==> src/rtl/core/lnfp_pkg.sv <==
// lnfp_pkg: shared types and constants for the login name field parser
// used by lnfp_front, lnfp_back and login_name_field_parser; no dependencies
`timescale 1ns / 1ps

package lnfp_pkg;

    // default field limits, counted with room for a terminator
    localparam int NAME_MAX_LEN_DEF  = 64;
    localparam int REALM_MAX_LEN_DEF = 64;

    // length counter covers limits up to 127
    localparam int LEN_W = 7;

    // decoupling queue between front and back
    localparam int Q_DEPTH = 2;
    localparam int Q_PTR_W = $clog2(Q_DEPTH);
    localparam int Q_CNT_W = $clog2(Q_DEPTH + 1);

    // configuration register indexes
    localparam int CFG_IDX_W = 1;
    localparam logic [CFG_IDX_W-1:0] CFG_INST_WANTED = 1'd0;
    localparam logic [CFG_IDX_W-1:0] CFG_CELL_WANTED = 1'd1;

    // special characters
    localparam logic [7:0] CH_AT    = 8'h40;
    localparam logic [7:0] CH_DOT   = 8'h2E;
    localparam logic [7:0] CH_BSL   = 8'h5C;
    localparam logic [7:0] CH_ZERO  = 8'h30;
    localparam logic [7:0] CH_SEVEN = 8'h37;
    localparam logic [7:0] CH_LOW_A = 8'h61;
    localparam logic [7:0] CH_LOW_Z = 8'h7A;
    localparam logic [7:0] CASE_OFS = 8'h20;

    typedef enum logic [1:0] {
        FM_NAME = 2'd0,
        FM_INST = 2'd1,
        FM_CELL = 2'd2
    } t_field;

    typedef enum logic [1:0] {
        ESC_NONE  = 2'd0,
        ESC_QUOTE = 2'd1,
        ESC_OCT1  = 2'd2,
        ESC_OCT2  = 2'd3
    } t_esc;

    // one classified input word as it sits in the queue
    typedef struct packed {
        logic [7:0] char_in;
        logic       last_char;
        logic       is_bsl;
        logic       is_dot;
        logic       is_at;
        logic       is_oct;
    } t_q_word;

    // queue status toward the back end
    typedef struct packed {
        logic    valid;
        t_q_word word;
    } t_q_head;

endpackage

==> src/rtl/core/lnfp_front.sv <==
// lnfp_front: accepts input words, classifies them, holds them in a short queue
// depends on lnfp_pkg
`timescale 1ns / 1ps

module lnfp_front
    import lnfp_pkg::*;
(
    input  logic       i_clk,
    input  logic       i_rst_n,
    input  logic       i_in_valid,
    output logic       o_in_stall,
    input  logic [7:0] i_char_in,
    input  logic       i_last_char,
    output t_q_head    o_head,
    input  logic       i_pop
);

    t_q_word              r_q_mem [Q_DEPTH];
    logic [Q_PTR_W-1:0]   r_wr_ptr, n_wr_ptr;
    logic [Q_PTR_W-1:0]   r_rd_ptr, n_rd_ptr;
    logic [Q_CNT_W-1:0]   r_count, n_count;
    logic                 push;
    logic                 pop;
    t_q_word              in_word;

    always_comb begin
        in_word.char_in   = i_char_in;
        in_word.last_char = i_last_char;
        in_word.is_bsl    = (i_char_in == CH_BSL);
        in_word.is_dot    = (i_char_in == CH_DOT);
        in_word.is_at     = (i_char_in == CH_AT);
        in_word.is_oct    = (i_char_in >= CH_ZERO) && (i_char_in <= CH_SEVEN);
    end

    assign o_in_stall = (r_count == Q_CNT_W'(Q_DEPTH));
    assign push       = i_in_valid && !o_in_stall;
    assign pop        = i_pop && (r_count != '0);

    assign o_head.valid = (r_count != '0);
    assign o_head.word  = r_q_mem[r_rd_ptr];

    always_comb begin
        n_wr_ptr = r_wr_ptr;
        n_rd_ptr = r_rd_ptr;
        n_count  = r_count;
        if (push) begin
            n_wr_ptr = (r_wr_ptr == Q_PTR_W'(Q_DEPTH - 1)) ? '0 : r_wr_ptr + 1'b1;
        end
        if (pop) begin
            n_rd_ptr = (r_rd_ptr == Q_PTR_W'(Q_DEPTH - 1)) ? '0 : r_rd_ptr + 1'b1;
        end
        if (push && !pop) begin
            n_count = r_count + 1'b1;
        end else if (pop && !push) begin
            n_count = r_count - 1'b1;
        end
    end

    always_ff @(posedge i_clk) begin
        if (!i_rst_n) begin
            r_wr_ptr <= '0;
            r_rd_ptr <= '0;
            r_count  <= '0;
        end else begin
            r_wr_ptr <= n_wr_ptr;
            r_rd_ptr <= n_rd_ptr;
            r_count  <= n_count;
        end
    end

    always_ff @(posedge i_clk) begin
        if (push) begin
            r_q_mem[r_wr_ptr] <= in_word;
        end
    end

endmodule

==> src/rtl/core/lnfp_back.sv <==
// lnfp_back: escape decoding, field tracking and the registered result word
// depends on lnfp_pkg; fed by lnfp_front
`timescale 1ns / 1ps

module lnfp_back
    import lnfp_pkg::*;
#(
    parameter int NAME_MAX_LEN  = NAME_MAX_LEN_DEF,
    parameter int REALM_MAX_LEN = REALM_MAX_LEN_DEF
)
(
    input  logic       i_clk,
    input  logic       i_rst_n,
    input  t_q_head    i_head,
    output logic       o_pop,
    input  logic       i_inst_wanted,
    input  logic       i_cell_wanted,
    output logic       o_out_valid,
    input  logic       i_out_stall,
    output logic       o_char_valid,
    output logic [1:0] o_field_tag,
    output logic [7:0] o_char_value,
    output logic       o_string_done,
    output logic       o_parse_status
);

    localparam logic [LEN_W-1:0] NAME_LIM  = LEN_W'(NAME_MAX_LEN - 1);
    localparam logic [LEN_W-1:0] REALM_LIM = LEN_W'(REALM_MAX_LEN - 1);

    t_field             r_mode, n_mode;
    t_esc               r_esc, n_esc;
    logic [7:0]         r_acc, n_acc;
    logic [LEN_W-1:0]   r_len, n_len;
    logic               r_err, n_err;

    logic               r_out_valid;
    logic               r_char_valid, r_string_done, r_parse_status;
    logic [1:0]         r_field_tag;
    logic [7:0]         r_char_value;

    logic               take;
    logic               quiet;
    logic               sep_ok;
    logic               emit;
    logic [7:0]         c;
    logic [7:0]         acc_step;
    logic               res_valid;
    logic [1:0]         res_tag;
    logic [7:0]         res_value;
    t_q_word            w;

    assign w     = i_head.word;
    assign o_pop = i_head.valid && (!r_out_valid || !i_out_stall);

    // next octal accumulator value, modulo 256
    assign acc_step = {r_acc[4:0], 3'b000} + w.char_in - CH_ZERO;

    always_comb begin
        n_mode    = r_mode;
        n_esc     = r_esc;
        n_acc     = r_acc;
        n_len     = r_len;
        n_err     = r_err;
        take      = 1'b0;
        quiet     = 1'b0;
        sep_ok    = 1'b0;
        emit      = 1'b0;
        c         = 8'h00;
        res_valid = 1'b0;
        res_tag   = 2'd0;
        res_value = 8'h00;

        if (!r_err) begin
            // escape decoding
            case (r_esc)
                ESC_NONE: begin
                    if (w.is_bsl) begin
                        if (w.last_char) begin
                            take  = 1'b1;  // trailing backslash counts as a zero byte
                            quiet = 1'b1;  // but nothing is emitted for it
                        end else begin
                            n_esc = ESC_QUOTE;
                        end
                    end else begin
                        c      = w.char_in;
                        take   = 1'b1;
                        sep_ok = 1'b1;
                    end
                end
                ESC_QUOTE: begin
                    if (w.is_oct) begin
                        n_acc = {5'b00000, w.char_in[2:0]};
                        n_esc = ESC_OCT1;
                        if (w.last_char) begin
                            n_err = 1'b1;
                        end
                    end else begin
                        n_esc = ESC_NONE;
                        c     = w.char_in;
                        take  = 1'b1;
                    end
                end
                ESC_OCT1: begin
                    n_acc = acc_step;
                    n_esc = ESC_OCT2;
                    if (w.last_char) begin
                        n_err = 1'b1;
                    end
                end
                default: begin
                    n_acc = acc_step;
                    n_esc = ESC_NONE;
                    c     = acc_step;
                    take  = 1'b1;
                end
            endcase

            // field tracking
            if (take) begin
                case (r_mode)
                    FM_NAME: begin
                        if (sep_ok && w.is_at) begin
                            n_mode = FM_CELL;
                            n_len  = '0;
                        end else if (sep_ok && w.is_dot && i_inst_wanted) begin
                            n_mode = FM_INST;
                            n_len  = '0;
                        end else if (r_len >= NAME_LIM) begin
                            n_err = 1'b1;
                        end else begin
                            n_len = r_len + 1'b1;
                            emit  = 1'b1;
                        end
                    end
                    FM_INST: begin
                        if (!i_inst_wanted) begin
                            n_err = 1'b1;
                        end else if (sep_ok && w.is_at) begin
                            n_mode = FM_CELL;
                            n_len  = '0;
                        end else if (r_len >= NAME_LIM) begin
                            n_err = 1'b1;
                        end else begin
                            n_len = r_len + 1'b1;
                            emit  = 1'b1;
                        end
                    end
                    default: begin
                        if (!i_cell_wanted) begin
                            n_err = 1'b1;
                        end else if (r_len >= REALM_LIM) begin
                            n_err = 1'b1;
                        end else begin
                            n_len = r_len + 1'b1;
                            emit  = 1'b1;
                        end
                    end
                endcase
            end

            if (emit && !quiet && !n_err) begin
                res_valid = 1'b1;
                res_tag   = n_mode;
                res_value = c;
                if (n_mode == FM_CELL && c >= CH_LOW_A && c <= CH_LOW_Z) begin
                    res_value = c - CASE_OFS;
                end
            end

            // string ending inside an unwanted field
            if (w.last_char && !n_err) begin
                if ((n_mode == FM_INST && !i_inst_wanted) ||
                    (n_mode == FM_CELL && !i_cell_wanted)) begin
                    n_err = 1'b1;
                end
            end
        end
    end

    always_ff @(posedge i_clk) begin
        if (!i_rst_n) begin
            r_mode      <= FM_NAME;
            r_esc       <= ESC_NONE;
            r_acc       <= '0;
            r_len       <= '0;
            r_err       <= 1'b0;
            r_out_valid <= 1'b0;
        end else begin
            if (o_pop) begin
                if (w.last_char) begin
                    r_mode <= FM_NAME;
                    r_esc  <= ESC_NONE;
                    r_acc  <= '0;
                    r_len  <= '0;
                    r_err  <= 1'b0;
                end else begin
                    r_mode <= n_mode;
                    r_esc  <= n_esc;
                    r_acc  <= n_acc;
                    r_len  <= n_len;
                    r_err  <= n_err;
                end
                r_out_valid <= 1'b1;
            end else if (!i_out_stall) begin
                r_out_valid <= 1'b0;
            end
        end
    end

    always_ff @(posedge i_clk) begin
        if (o_pop) begin
            r_char_valid   <= res_valid;
            r_field_tag    <= res_tag;
            r_char_value   <= res_value;
            r_string_done  <= w.last_char;
            r_parse_status <= n_err;
        end
    end

    assign o_out_valid    = r_out_valid;
    assign o_char_valid   = r_char_valid;
    assign o_field_tag    = r_field_tag;
    assign o_char_value   = r_char_value;
    assign o_string_done  = r_string_done;
    assign o_parse_status = r_parse_status;

endmodule

==> src/rtl/core/login_name_field_parser.sv <==
// login_name_field_parser: top level of the login name field parser
// depends on lnfp_pkg, lnfp_front and lnfp_back
`timescale 1ns / 1ps

// usage
//   input channel: one raw byte of a login string per word (i_char_in), with
//   i_last_char high on the final byte; taken when i_in_valid is high and
//   o_in_stall is low
//   output channel: exactly one result word per input word, in order; taken
//   when o_out_valid is high and i_out_stall is low
//   config channel: i_cfg_index 0 is inst_wanted, 1 is cell_wanted; o_cfg_ready
//   is always high, write only while no string is in flight
//   result path: the byte is written to the queue at the accepting edge, then
//   it is decoded from the queue head into the result register in the back
//   end, which raises o_out_valid; a stalled output delays the second step
//   throughput: one byte per cycle while the output is not stalled; the
//   escape and field state is updated once per byte in the back end
//   stall: a stalled output holds its word; the two-entry queue then fills and
//   o_in_stall rises, no word is dropped
//   reset: synchronous; i_rst_n low clears the queue, the parse state and the
//   output valid, and sets both config bits to 1
module login_name_field_parser
    import lnfp_pkg::*;
#(
    parameter int NAME_MAX_LEN  = NAME_MAX_LEN_DEF,
    parameter int REALM_MAX_LEN = REALM_MAX_LEN_DEF
)
(
    input  logic                 i_clk,
    input  logic                 i_rst_n,
    // input words
    input  logic                 i_in_valid,
    output logic                 o_in_stall,
    input  logic [7:0]           i_char_in,
    input  logic                 i_last_char,
    // result words
    output logic                 o_out_valid,
    input  logic                 i_out_stall,
    output logic                 o_char_valid,
    output logic [1:0]           o_field_tag,
    output logic [7:0]           o_char_value,
    output logic                 o_string_done,
    output logic                 o_parse_status,
    // configuration writes
    input  logic                 i_cfg_valid,
    output logic                 o_cfg_ready,
    input  logic [CFG_IDX_W-1:0] i_cfg_index,
    input  logic                 i_cfg_data
);

    logic    r_inst_wanted;
    logic    r_cell_wanted;
    t_q_head q_head;
    logic    q_pop;

    // config writes are always taken
    assign o_cfg_ready = 1'b1;

    always_ff @(posedge i_clk) begin
        if (!i_rst_n) begin
            r_inst_wanted <= 1'b1;
            r_cell_wanted <= 1'b1;
        end else if (i_cfg_valid && o_cfg_ready) begin
            case (i_cfg_index)
                CFG_INST_WANTED: r_inst_wanted <= i_cfg_data;
                CFG_CELL_WANTED: r_cell_wanted <= i_cfg_data;
                default: begin
                end
            endcase
        end
    end

    // front end: classify each byte and queue it
    lnfp_front u_front (
        .i_clk       (i_clk),
        .i_rst_n     (i_rst_n),
        .i_in_valid  (i_in_valid),
        .o_in_stall  (o_in_stall),
        .i_char_in   (i_char_in),
        .i_last_char (i_last_char),
        .o_head      (q_head),
        .i_pop       (q_pop)
    );

    // back end: escapes, field split, length checks, result register
    lnfp_back #(
        .NAME_MAX_LEN  (NAME_MAX_LEN),
        .REALM_MAX_LEN (REALM_MAX_LEN)
    ) u_back (
        .i_clk          (i_clk),
        .i_rst_n        (i_rst_n),
        .i_head         (q_head),
        .o_pop          (q_pop),
        .i_inst_wanted  (r_inst_wanted),
        .i_cell_wanted  (r_cell_wanted),
        .o_out_valid    (o_out_valid),
        .i_out_stall    (i_out_stall),
        .o_char_valid   (o_char_valid),
        .o_field_tag    (o_field_tag),
        .o_char_value   (o_char_value),
        .o_string_done  (o_string_done),
        .o_parse_status (o_parse_status)
    );

endmodule
==> config.mk <==
export PLATFORM = sky130hd
export DESIGN_NAME = login_name_field_parser
export DESIGN_NICKNAME = d
export VERILOG_FILES = /design/src/rtl/core/lnfp_pkg.sv /design/src/rtl/core/lnfp_front.sv /design/src/rtl/core/lnfp_back.sv /design/src/rtl/core/login_name_field_parser.sv
export SDC_FILE = /design/constraint.sdc
export NUM_CORES = 1
export LEC_CHECK = 0
export ABC_AREA = 1
export CORE_UTILIZATION = 50
export CTS_BUF_LIST = sky130_fd_sc_hd__clkbuf_16
export DETAILED_ROUTE_END_ITERATION = 8
export DONT_BUFFER_PORTS = 1
export PLACE_DENSITY = 0.74
export SLEW_MARGIN = 20
export SYNTH_ARGS = -nofsm -noshare
export SYNTH_HDL_FRONTEND = slang
export SYNTH_SLANG_ARGS = --single-unit
==> constraint.sdc <==
create_clock -name i_clk -period 5.78 [get_ports i_clk]
set_input_delay 1.156 -clock i_clk [delete_from_list [all_inputs] [get_ports i_clk]]
set_output_delay 1.156 -clock i_clk [all_outputs]
set_load 0.02 [all_outputs]
# Yosys cells after proc, flatten, opt, wreduce, memory -nomap -nowiden

Memories as Yosys holds them, arrays and structs flattened. A register that Yosys moved wholly into a read port is not among the register bits.
Index checks and enable logic that the tools add are counted.
W data, S select, Z words.

Memories: 1
Word-level logic and storage cells: 166
Register bits: 37
Memory bits (writable): 26

Memories:

| memory          | depth | width | rd ports | clocked after memory_dff | write ports | line             | source |
|---|---|---|---|---|---|---|---|
| u_front.r_q_mem | 2     | 13    | 1        | 1                        | 1           | lnfp_front.sv:18 | `t_q_word r_q_mem [Q_DEPTH];` |

Add/subtract/negate cells: 8
$lt $le $gt $ge: 5
Reductions and logical operators: 40
Mux-type cells: 79
Equality and inequality tests: 15
Bitwise logic cells: 2

Operators with widths:

| operator              | number |
|---|---|
| $mux W7               | 9 |
| $mux W1               | 40 |
| $mux W8               | 4 |
| $mux W2               | 14 |
| $pmux W8 S3           | 1 |
| $eq A8 B7 Y1 const B  | 2 |
| $logic_and A1 B1 Y1   | 16 |
| $sub A8 B6 Y8 const B | 2 |
| $mux W5               | 3 |
| $pmux W7 S2           | 1 |
| $pmux W5 S2           | 1 |
| $logic_not A1 Y1      | 9 |
| $add A8 B8 Y8         | 1 |
| $eq A8 B6 Y1 const B  | 1 |
| $ge A8 B6 Y1 const B  | 1 |
| $ge A8 B7 Y1 const B  | 1 |
| $le A8 B6 Y1 const B  | 1 |
| $le A8 B7 Y1 const B  | 1 |
| $add A7 B1 Y7 const B | 1 |
| $ge A7 B6 Y1 const B  | 1 |
| $eq A2 B1 Y1 const B  | 3 |
| $eq A2 B2 Y1 const B  | 3 |
| $ne A3 B1 Y1 const B  | 2 |
| $pmux W1 S2           | 3 |
| 19 further kinds      | 28 |

# Depth between registers and ports, before layout

Gate-level depths: netlist (run 1).

Depth after elaboration: 17
Depth in mapped cells: 20

# Hierarchy

Synthesis (run 1) repeated with hierarchy kept, for this count alone.

Cell total of the unflattened synthesis: 392
Area total of the unflattened synthesis: 3430.8 µm²

By module, submodules not included:

| module                  | cells an instance | times used | area an instance (µm²) |
|---|---|---|---|
| lnfp_back               | 287               | 1          | 2042.0 |
| lnfp_front              | 92                | 1          | 1293.7 |
| login_name_field_parser | 13                | 1          | 95.1 |

# Worst setup path before layout (run 1)

Ideal clock, no wire load.

Kind: register to register
From: reg with a tool-made name
To: reg u_back.r_char_value[6], in the netlist u_back.o_char_value[6] (data pin)
Arrival: 2332 ps
Buffers on the path: 2
Cell stages (with the launch flop): 17
Setup slack: 3197 ps
Clock period less this slack: 2583 ps
Library setup time: 250 ps
Path through: dfxtp_1 buf_6 inv_4 buf_6 or2_1 o21ai_1 ha_1 inv_1 ha_1 fa_1 nand2_1 nand2_1 inv_1 ha_1 nand3_1 nand3_1 inv_1

RTL lines:

| element              | line             | source |
|---|---|---|
| to (signal assigned) | lnfp_back.sv:214 | `r_char_value <= res_value;` |
| to (decl)            | lnfp_back.sv:39  | `logic [7:0] r_char_value;` |

==> results of run 1 <==
==> layout by cell type, fill, tap and decap left out, types with 3 or more instances in the layout <==
cell type  instances
nand2_1           97
inv_1             54
edfxtp_1          39
nor2_1            29
a21oi_1           26
o21ai_0           25
dfxtp_1           25
nand3_1           22
ha_1              14
clkbuf_16          9
nand2_2            8
nand3_2            5
nor3_1             5
o21ai_1            4
clkinv_2           4
nor2_4             3
a21oi_2            3
nand3b_1           3
nor2_2             3
==> where the power goes <==
group | internal [mW] | switching [mW]
Sequential | 0.633 | 0.121
Clock | 0.289 | 0.197
Combinational | 0.210 | 0.464
Total | 1.13 | 0.782
==> per-layer routing <==
metal | track usage | wire [µm] | vias to the layer above
met1 | 0.253 | 2920 | 1141
li1 | - | - | 1295
met5 | 0 | 0 | -
met3 | 0.0653 | 297 | 9
met4 | 0.0616 | 80 | 0
met2 | 0.305 | 2970 | 68
==> metrics by stage <==
stage          utilization  area, µm²  hold WS, ps
6_report             0.572       3650          451
5_1_grt              0.572       3650          465
4_1_cts              0.571       3650          453
3_5_place_dp         0.529       3380          442
3_3_place_gp         0.529       3380          434
2_1_floorplan            -       3340          425
==> area by class of cell <==
| cell class | count | area, µm² | area share |
|---|---|---|---|
| clock inverter | 7 | 47.5 | 0.0130 |
| tap | 77 | 96.3 | 0.0264 |
| multi-input combinational | 263 | 1380 | 0.379 |
| inverter | 60 | 229 | 0.0627 |
| clock buffer | 9 | 225 | 0.0616 |
| sequential | 64 | 1670 | 0.458 |
==> cell families after synthesis <==
kind of cell             synth area share
AND/OR/NAND/NOR                     0.247
AO/OA/AOI/OAI                       0.103
buffers and inverters              0.0862
flip-flops                          0.501
other                             0.00112
XOR/XNOR                          0.00262
adder cells (fa/ha/maj)            0.0585
==> registers in the layout (all words and copies together), names as in the netlist, named ones only <==
register and cells:
r_cell_wanted 1, r_inst_wanted 1, u_back.o_char_valid 1, u_back.o_char_value 8
u_back.o_field_tag 2, u_back.o_out_valid 1, u_back.o_parse_status 1, u_back.o_string_done 1
u_back.r_acc 5, u_back.r_err 1, u_back.r_esc 2, u_back.r_len 7
u_back.r_mode 2, u_front.r_count 2, u_front.r_q_mem 26, u_front.r_rd_ptr 1
u_front.r_wr_ptr 1
==> critical path, stage by stage (launching register included) <==
cell and delay (ps):
dfxtp_1 680, inv_4 130, or2_1 230, o21ai_1 150, ha_1 180, inv_1 40
ha_1 210, fa_1 390, nand2_1 70, nand2_1 50, nand2_1 110, inv_1 60
ha_1 280, nand3_1 70, nand3_1 70, inv_1 40
==> worst min-delay path by stage <==
stage                                 from          endpoint  slack (ps)  depth (start not counted)
after floorplan           u_front.r_rd_ptr         flip-flop         430                          1
after global placement    u_front.r_rd_ptr  u_front.r_rd_ptr         430                          1
after detailed placement  u_front.r_rd_ptr         flip-flop         440                          1
after CTS                 u_front.r_rd_ptr  u_front.r_rd_ptr         450                          1
after global routing       u_back.r_len[6]   u_back.r_len[6]         470                          2
final                     u_front.r_rd_ptr  u_front.r_rd_ptr         450                          1
==> results.yml, run 1 <==
timing:
  min_period_over_period: 0.516
  rsz0062_at_grt: "no"
  min_period_ps: 2980
  setup_ws_ps: 2800
  fin_skew_ps: 4.01
  setup_violations: 0
  maxSlewHeadroom: 0.534
  finalHoldViolations: 0
  worst-slew-pin-transition_ps: 698
  fmaxAchievable_mhz: 335
  finalSetupTns_ps: 0
  slew_viol_final: 0
grt:
  overflow: 0
  antenna_found_initial: 0
  grt_max_degree: 19
  grt_pass1_wl_um: 10700
  grt_pass1_vias: 2339
  grt_util_all_layers: 0.194
outcome:
  status: "finished, final reports clean"
critical_path:
  worstPathArrival_ps: 3070
  reg2reg_to: "u_back.o_char_value[6]"
  crit_end: "u_back.o_char_value[6]"
  reg2reg_depth: 15
  start_kind: "flip-flop"
  worstPathMaxFanout: 18
  cp-end-kind: "flip-flop"
  required_ps: 5870
  critPathKind: "flip-flop to flip-flop"
  reg2reg_slack_ps: 2800
cts:
  numCtsBuffers: 9
  clock_path_buffers: 2
  cts_tree: "built"
  cts_resized: 0
  htreeDepth: 3
  clk_latency_ps: 330
  clock-sinks: 64
  clockRootBuffer: "clkbuf_16"
  post_cts_buffers: 0
  cts_hold_buf: 0
  cts.clk_slew.worst_paths_ps: 50
final_layout:
  nFillCells: 576
  drive_above_1_share: 0.112
  fin_cells: 480
  fin_nets: 429
  diodes: 0
  syn_to_final_growth_pct: 9.45
logic_synthesis:
  ys_seq_area_frac: 0.501
  synthesis.nets: 426
  synth.distinct_cells: 38
  postSynthCellCount: 395
  ys_async_sr_fraction: 0
  syn_avg_cell_area_um2: 8.45
  synth.area.top_cells: "edfxtp_1 (35%), dfxtp_1 (15%), nand2_1 (11%)"
  netlist_area_mm2: 0.00334
  ys_ff_latch: 64
  synth_warnings: 0
  ys.flop_type: "edfxtp_1"
  yosysTopAreaCellShare: 0.351
  synth_edf_count: 39
  synth.most_common_cell: "nand2_1"
  synthTopCellsByCount: "nand2_1 (97), inv_1 (54), edfxtp_1 (39), nor2_1 (31), a21oi_1 (26)"
  yosysTopAreaCell: "edfxtp_1"
place:
  dp.cells: 464
  gp_congestion: 0.830
  io_buffers: 0
  dp_slack_ps: 2790
  dp_hpwl_um: 4550
route:
  drt-total-wl_um: 6270
  drt-pass1-iter-count: 4
  via_per_inst: 5.24
  num_vias: 2513
  drtIter0Drc: 180
  wl_per_cell_um: 13.1
  ant_nets: 0
  drc_errors: 0
pwr:
  power_mw: 1.91
  p_leak_nw: 1.55
  max-vdd-ir-drop_mv: 0.351
  power_density_mw_per_mm2: 524
die:
  coreArea_mm2: 0.00639
  die_h_um: 83.7
  fp.dieArea_mm2: 0.00701
  die_x_um: 83.7
  num_rows: 29
  io-pin-count: 32
  start_util: 0.523
worst_hold_path:
  hp-class: "flip-flop to flip-flop"
flow_run:
  cap_viol_max_count: 0
No activity file was read; power rests on OpenSTA's default activity.
==> run 2: changes to the inputs <==
Clock period 5.78 ns to 3 ns, I/O delays scaled along.
==> run 2 against run 1 <==
Clock skew hardly changed. Non-clock buffer count up 5. First-iteration DRC count decreased by 2.2%. Sequential share of layout area down 1.2 points. Routed wire length is 1.5% higher. Worst setup slack worse by 2500 ps. Clock power rose by 140%. Die area unchanged. Register-to-register slack lost 2500 ps. Critical endpoint unchanged. Largest power group unchanged.
==> results.yml, run 2 (synthesis gave the netlist of run 1 again) <==
pwr:
  max-vdd-ir-drop_mv: 0.642
  p_seq_frac: 0.364
  p_comb_frac: 0.344
  swShare: 0.380
  p_int_mw: 2.45
  p_leak_nw: 1.60
  power_density_mw_per_mm2: 1060
  pwr-share-clk: 0.292
  switchingPower_mw: 1.51
final_layout:
  regArea_mm2: 0.00167
  fin_area_mm2: 0.00375
  layout_common_cells: "nand2_1 (97), inv_1 (54), edfxtp_1 (39), nor2_1 (31), a21oi_1 (26)"
  top_register: "u_front.r_q_mem"
  diodes: 0
  syn_to_final_growth_pct: 12.3
  largest_reg_flops: 26
  drive_above_1_share: 0.113
  fin_nets: 434
  multi_input_area_mm2: 0.00138
  nFillCells: 552
  final_common_cell: "nand2_1"
  fin_cells: 485
route:
  ant_nets: 0
  drt-pass1-iter-count: 5
  drc_errors: 0
  num_vias: 2514
  drt-total-wl_um: 6370
  via_per_inst: 5.18
  drtIter0Drc: 176
  wl_per_cell_um: 13.1
place:
  dp_hpwl_um: 4550
  gp_congestion: 0.901
  placed_area_mm2: 0.00341
  io_buffers: 0
  dp.cells: 469
grt:
  grt_util_all_layers: 0.196
  antenna_found_initial: 0
  grt_max_degree: 18
  overflow: 0
  grt_pass1_wl_um: 10700
  grt_pass1_vias: 2371
timing:
  fin_skew_ps: 4.00
  finalSetupTns_ps: 0
  min_period_ps: 2730
  slew_viol_final: 0
  maxSlewHeadroom: 0.653
  fmaxAchievable_mhz: 367
  hold_ws_ps: 371
  rsz0062_at_grt: "no"
  worst-slew-pin-transition_ps: 517
  finalHoldViolations: 0
  min_period_over_period: 0.909
  setup_violations: 0
critical_path:
  cp-end-kind: "flip-flop"
  reg2reg_depth: 14
  reg2reg_to: "u_back.o_char_value[6]"
  worstPathMaxFanout: 11
  start_kind: "flip-flop"
  required_ps: 3080
  worstPathArrival_ps: 2810
  critPathKind: "flip-flop to flip-flop"
  reg2reg_slack_ps: 270
outcome:
  status: "finished, final reports clean"
die:
  io-pin-count: 32
  die_x_um: 83.7
  die_h_um: 83.7
  fp.dieArea_mm2: 0.00701
  num_rows: 29
  coreArea_mm2: 0.00639
  start_util: 0.523
cts:
  cts_resized: 0
  clock_path_buffers: 2
  cts.clk_slew.worst_paths_ps: 50
  cts_tree: "built"
  post_cts_buffers: 0
  numCtsBuffers: 9
  cts_hold_buf: 0
  clockRootBuffer: "clkbuf_16"
  htreeDepth: 3
  clk_latency_ps: 320
  clock-sinks: 64
worst_hold_path:
  hp-class: "primary input to flip-flop"
  hold-path-endpoint: "u_front.r_q_mem[0][4]"
  hp-start: "i_last_char"
  hold_path_depth: 0
flow_run:
  cap_viol_max_count: 0
## run 2: cell types whose count changed in the layout (fill, tap and decap cells not counted), sizes merged
cell      change
buf           +5
bufinv        +3
clkinv        -1
clkinvlp      -1
inv           -1
## run 2: how the worst max path moves through the flow
stage,start,to
4_1_cts,flip-flop,u_back.o_char_value[6]
5_1_grt,flip-flop,u_back.o_char_value[6]
3_3_place_gp,flip-flop,u_back.o_char_value[6]
2_1_floorplan,flip-flop,u_back.o_char_value[6]
3_5_place_dp,flip-flop,u_back.o_char_value[6]
6_report,flip-flop,u_back.o_char_value[6]
## run 2: worst max-delay path, stage by stage (launching register included)
cell	delay [ps]
dfxtp_1	530
inv_4	40
or2_1	200
o21ai_1	140
ha_1	170
inv_1	40
ha_1	220
fa_1	490
nand2_1	50
nand2_1	110
inv_1	50
ha_1	260
nand3_1	80
nand3_1	70
inv_1	40
## run 2: stage by stage
stage	total power, mW	setup slack, ps	utilization
after floorplan	2.52	417	-
after global placement	2.76	382	0.534
after detailed placement	2.80	279	0.534
after CTS	3.98	248	0.587
after global routing	4.23	78.8	0.587
final	3.96	274	0.587
## run 2: final cells by class
cell class / instances / share of cell area
flip-flops and latches: 64 / 0.446
multi-input cells: 263 / 0.368
inverters: 60 / 0.0611
clock buffers: 9 / 0.0601
clock inverters: 7 / 0.0294
well taps: 77 / 0.0257
repair buffers: 5 / 0.0100
## run 2: metal layers
layer  vias to the layer above  routed length, µm  GRT usage
met4                         0                 89     0.0878
met2                        71               2900      0.302
met1                      1131               3020      0.263
met3                         9                357     0.0455
met5                         -                  0          0
li1                       1303                  -          -
## run 2: power by group through the flow
stage          clock network, mW  registers, mW  logic (mW)
5_1_grt                     1.21           1.46        1.56
6_report                    1.16           1.44        1.36
3_5_place_dp                   0           1.46        1.34
4_1_cts                     1.17           1.44        1.36
2_1_floorplan                  0           1.42        1.09
3_3_place_gp                   0           1.45        1.30
